<file path="config.mk">
export PLATFORM = sky130hd
export DESIGN_NAME = aa2rm_cordic_cell
export DESIGN_NICKNAME = d
export VERILOG_FILES = /design/src/hw/rtl/aa2rm_pkg.sv /design/src/hw/rtl/aa2rm_cordic_cell.sv
export SDC_FILE = /design/constraint.sdc
export NUM_CORES = 1
export LEC_CHECK = 0
export ABC_AREA = 1
export BUFFER_PORTS_ARGS = -buffer_cell sky130_fd_sc_hd__buf_4
export CAP_MARGIN = 15
export CORE_ASPECT_RATIO = 0.6
export CORE_MARGIN = 5
export CORE_UTILIZATION = 50
export CTS_CLUSTER_SIZE = 12
export DETAILED_ROUTE_END_ITERATION = 8
export PLACE_DENSITY = 0.73
export SLEW_MARGIN = 5
export SYNTH_ARGS = -nofsm -noshare
export SYNTH_HDL_FRONTEND = slang
export SYNTH_SLANG_ARGS = --single-unit
</file>
<file path="constraint.sdc">
create_clock -name clk -period 3.65 [get_ports clk]
set_input_delay 0.365 -clock clk [delete_from_list [all_inputs] [get_ports clk]]
set_output_delay 0.365 -clock clk [all_outputs]
set_load 0.01 [all_outputs]
</file>
<file path="src/hw/rtl/aa2rm_pkg.sv">
// Package for the axis-angle to rotation matrix block.
// Holds the fixed-point formats, the CORDIC arctangent table, the remainder table of
// the angle scaler and the payload structs. It depends on nothing.
package aa2rm_pkg;

  localparam int ANGLE_FRAC_BITS = 7;
  localparam int VALUE_FRAC_BITS = 15;
  localparam int ANGLE_W = ANGLE_FRAC_BITS + 10;
  localparam int VALUE_W = VALUE_FRAC_BITS + 1;
  localparam int MAG_W = ANGLE_W;

  localparam int CORDIC_STEPS = 31;
  localparam int CORDIC_FRAC = 30;
  localparam int CW = 34;
  localparam int PW = 32;
  localparam logic signed [CW-1:0] CORDIC_GAIN = CW'(652032874);

  // The half angle |a| * 2^31 / (45 * 2^(3+AFB)) is split into a quotient and a
  // remainder of |a| / 45; the remainder part comes from a small table.
  localparam int DIV_K = 45;
  localparam int DIV_SH = 28 - ANGLE_FRAC_BITS;
  localparam int REM_HALF = 22;
  localparam int RK = ANGLE_W + 6;
  localparam int RECIP = ((1 << RK) + DIV_K - 1) / DIV_K;
  localparam int REM_W = 6;
  localparam int REM_N = 1 << REM_W;

  typedef logic [31:0] rem_tab_t [REM_N];

  function automatic rem_tab_t gen_rem_tab();
    rem_tab_t t;
    for (int r = 0; r < REM_N; r++) begin
      if (r < DIV_K) begin
        t[r] = 32'(((64'(r) << DIV_SH) + 64'(REM_HALF)) / 64'(DIV_K));
      end else begin
        t[r] = '0;
      end
    end
    return t;
  endfunction

  localparam rem_tab_t REM_TAB = gen_rem_tab();

  localparam logic [31:0] ATAN_TAB [CORDIC_STEPS] = '{
    32'h20000000, 32'h12E4051E, 32'h09FB385B, 32'h051111D4, 32'h028B0D43, 32'h0145D7E1,
    32'h00A2F61E, 32'h00517C55, 32'h0028BE53, 32'h00145F2F, 32'h000A2F98, 32'h000517CC,
    32'h00028BE6, 32'h000145F3, 32'h0000A2F9, 32'h0000517C, 32'h000028BE, 32'h0000145F,
    32'h00000A2F, 32'h00000517, 32'h0000028B, 32'h00000145, 32'h000000A2, 32'h00000051,
    32'h00000028, 32'h00000014, 32'h0000000A, 32'h00000005, 32'h00000002, 32'h00000001,
    32'h00000000
  };

  typedef struct packed {
    logic signed [CW-1:0] x;
    logic signed [CW-1:0] y;
    logic signed [CW-1:0] z;
  } cordic_t;

  typedef struct packed {
    logic                      flip;
    logic signed [VALUE_W-1:0] ax;
    logic signed [VALUE_W-1:0] ay;
    logic signed [VALUE_W-1:0] az;
  } side_t;

endpackage

</file>
<file path="src/hw/rtl/aa2rm_cordic_cell.sv">
// One rotation-mode CORDIC step as a pipeline cell; hands x, y, z and the axis
// to the next cell every cycle in which en is high. Depends on aa2rm_pkg.
module aa2rm_cordic_cell #(
  parameter int IDX = 0
) (
  input  logic               clk,
  input  logic               rst_n,
  input  logic               en,
  input  logic               in_vld,
  input  aa2rm_pkg::cordic_t in_c,
  input  aa2rm_pkg::side_t   in_sd,
  output logic               out_vld,
  output aa2rm_pkg::cordic_t out_c,
  output aa2rm_pkg::side_t   out_sd
);

  localparam int CW = aa2rm_pkg::CW;

  logic                 vld_r;
  aa2rm_pkg::cordic_t   c_r, c_nxt;
  aa2rm_pkg::side_t     sd_r;
  logic signed [CW-1:0] dx, dy, at;

  always_comb begin
    dx = in_c.x >>> IDX;
    dy = in_c.y >>> IDX;
    at = CW'(aa2rm_pkg::ATAN_TAB[IDX]);
    c_nxt = in_c;
    if (!in_c.z[CW-1]) begin
      c_nxt.x = in_c.x - dy;
      c_nxt.y = in_c.y + dx;
      c_nxt.z = in_c.z - at;
    end else begin
      c_nxt.x = in_c.x + dy;
      c_nxt.y = in_c.y - dx;
      c_nxt.z = in_c.z + at;
    end
  end

  always_ff @(posedge clk) begin
    if (!rst_n) begin
      vld_r <= 1'b0;
    end else if (en) begin
      vld_r <= in_vld;
    end
  end

  always_ff @(posedge clk) begin
    if (en) begin
      c_r <= c_nxt;
      sd_r <= in_sd;
    end
  end

  assign out_vld = vld_r;
  assign out_c = c_r;
  assign out_sd = sd_r;

endmodule

</file>
==> flow_metrics.env <==
export IMPL_cts_root_buf="clkbuf_16"
export IMPL_startpoint="in_c[58]"
export IMPL_cts_tree="done"
export IMPL_clk_path_buf_depth=2
export IMPL_cp_top_family="compound AO/OA/AOI/OAI gates"
export IMPL_hp_start="in_sd[4]"
export IMPL_cts_setup_buffers=0
export IMPL_grt_max_degree=88
export IMPL_timing_fmax_mhz=403
export IMPL_ctsResizeCount=0
export IMPL_die_w_um=208
export IMPL_clock_sinks=151
export IMPL_drt_iter0_drc=1386
export IMPL_irDropWorstVdd_v=0.000337
export IMPL_cp_data_required_time_ns=3.84
export IMPL_antenna_cells=0
export IMPL_tightest_slew_ns=0.798
export IMPL_die_area_um2=26800
export IMPL_timing_critical_path_mode_cell="nand2_1"
export IMPL_io_pins=307
export IMPL_slowest_stage="ha_1"
export IMPL_slew_violations=0
export IMPL_slowest_delay_ns=0.52
export IMPL_clk_latency_ns=0.44
export IMPL_antenna_found_initial=0
export IMPL_dp_hpwl_um=35100
export IMPL_critPathArrivalTime_ns=2.67
export IMPL_path_cells="buf_4 > inv_1 > ha_1 > inv_1 > a21oi_1 > a21boi_0 > nand2_1 > a21oi_1 > nand2_1 > nand2_1 > nand2_1 > nand2_1 > nand2_1"
export IMPL_async_flop_share=0
export IMPL_vias_per_cell=5.55
export IMPL_critical_path_peak_fanout=10
export IMPL_whs_ns=0.0969
export IMPL_fin_crit_ns=2.48
export IMPL_gp_congestion=1.03
export IMPL_synth_main_ff_cell="edfxtp_1"
export IMPL_yosysTopAreaCell="edfxtp_1"
export IMPL_worstHoldPathType="in -> reg"
export IMPL_fin_worst_skew_ns=0
export IMPL_synth_top_area_frac=0.382
export IMPL_fin_setup_tns_ns=0
export IMPL_synth_edf_count=150
export IMPL_grt_usage=0.306
export IMPL_worstPathBufferInverterCount=3
export IMPL_synth_area_um2=11800
export IMPL_die_y_um=129
export IMPL_period_share=0.680
export IMPL_cts_hold_buf=0
export IMPL_cts_max_level=4
export IMPL_rsz0062_at_grt="false"
export IMPL_synth_seq_cells=151
export IMPL_grt_pass1_vias=11000
export IMPL_grt_first_pass_wirelength_um=63400
export IMPL_syn_instance_count=1559
export IMPL_seq_area_frac_synth=0.384
export IMPL_hold_viol_final=0
export IMPL_io_buffers=306
export IMPL_syn_to_final_growth_pct=26.1
export IMPL_netlist_top_cells_area="edfxtp_1 38%, nand2_1 13%, ha_1 11%"
export IMPL_power_density_nw_per_um2=396
export IMPL_cp_start_kind="input port"
export IMPL_drv_cap=0
export IMPL_clk_pin_slew_ns=0.07
export IMPL_synth_avg_cell_area_um2=7.56
export IMPL_drc=0
export IMPL_cts_buffers=17
export IMPL_post_drt_wl_per_cell_um=19.7
export IMPL_num_rows=43
export IMPL_nNetsFinal=2107
export IMPL_total_leakage_power_nw=7.27
export IMPL_outcome="finished clean"
export IMPL_reg2reg_from="out_vld$_SDFFE_PN0P_"
export IMPL_finalPower_mw=5.88
export IMPL_vias=12100
export IMPL_start_util=0.509
export IMPL_setup_viol=0
export IMPL_ys_warn_count=0
export IMPL_grt_overflow=0
export IMPL_worstSetupPathType="in -> reg"
export IMPL_routed_wl_um=42700
export IMPL_slew_headroom=0.468
export IMPL_syn_nets=1820
export IMPL_detail_route_antenna_nets=0
export IMPL_dr_pass1_iters=6
export IMPL_drive_gt1_frac=0.196
export IMPL_yosysUniqueCellTypes=44
export IMPL_crit_path_end_kind="flip-flop"
export IMPL_coreArea_um2=23100
[path summary, 6_finish.rpt]
check	end	slack (ns)	cells past startpoint
worst max register to register	out_vld$_SDFFE_PN0P_	2.95	2
worst min register to register	out_vld$_SDFFE_PN0P_	0.58	2
worst max-delay path	out_c[101]$_DFFE_PP_	1.17	13
worst min-delay path	out_sd[4]$_DFFE_PP_	0.1	1
[synth_stat cells, types with 6 or more instances]
cell type  instances
clkbuf_1           8
o21ai_0           83
edfxtp_1         150
buf_4             22
inv_1            207
xor2_1            28
nand2_1          412
a21oi_1          131
a21o_1            11
o21bai_1           9
o211ai_1           6
o21ai_1           10
nand3_1          148
nand4_1           12
nor2_1           139
nor3_1            12
buf_2             11
ha_1             102
[layer usage]
layer | wire, µm | GRT usage
met1 | 19600 | 0.469
met2 | 17200 | 0.420
met3 | 5420 | 0.103
met4 | 495 | 0.0540
met5 | 0 | 0
[per-stage QoR]
step,worst slack (ns),instances,instance area (µm²),util
after floorplan,1.60,1559,11800,-
after global placement,0.857,2142,14300,0.617
after detailed placement,0.841,2142,14300,0.617
after CTS,1.31,2174,14900,0.643
after global routing,1.06,2174,14900,0.643
final,1.17,2174,14900,0.643
[logic make-up after synthesis]
logic type / synth area share
compound gates: 0.123
mux: 0.000849
flops: 0.384
xor+xnor: 0.0216
simple gates: 0.266
fa+ha+maj: 0.115
buf+inv: 0.0892
[cell type report]
cell class,instances,area (µm²)
clock buffer,17,425
clock inverter,15,155
fill,2082,8270
inverter,211,793
multi-input combinational,1154,6210
sequential,151,4520
tap,315,394
timing repair buffer,311,2360
[sequential cells by signal (all words and copies together) (netlist names)]
| register | count |
|---|---|
| out_c | 101 |
| out_vld | 1 |
| out_sd | 49 |
[cell usage in the layout, fill, tap and decap left out, drive strengths merged, types with 2 or more instances in the layout]
cell type / instances
nand2: 416
buf: 311
inv: 218
edfxtp: 150
nand3: 150
nor2: 142
a21oi: 132
ha: 102
o21ai: 94
xor2: 28
clkbuf: 17
nor3: 14
nand4: 12
a21o: 11
o21bai: 9
or2: 7
o211ai: 6
clkinv: 5
a21boi: 4
o31ai: 4
o22ai: 4
fa: 4
nor4: 4
a31oi: 3
o21a: 2
nand3b: 2
clkinvlp: 2
[power breakdown]
| group | leakage, nW | switching (mW) | internal (mW) |
|---|---|---|---|
| Combinational | 5.52 | 1.21 | 0.707 |
| Sequential | 1.48 | 0.0572 | 2.14 |
| Clock | 0.278 | 0.804 | 0.962 |
(Power assumes the default switching activity.)
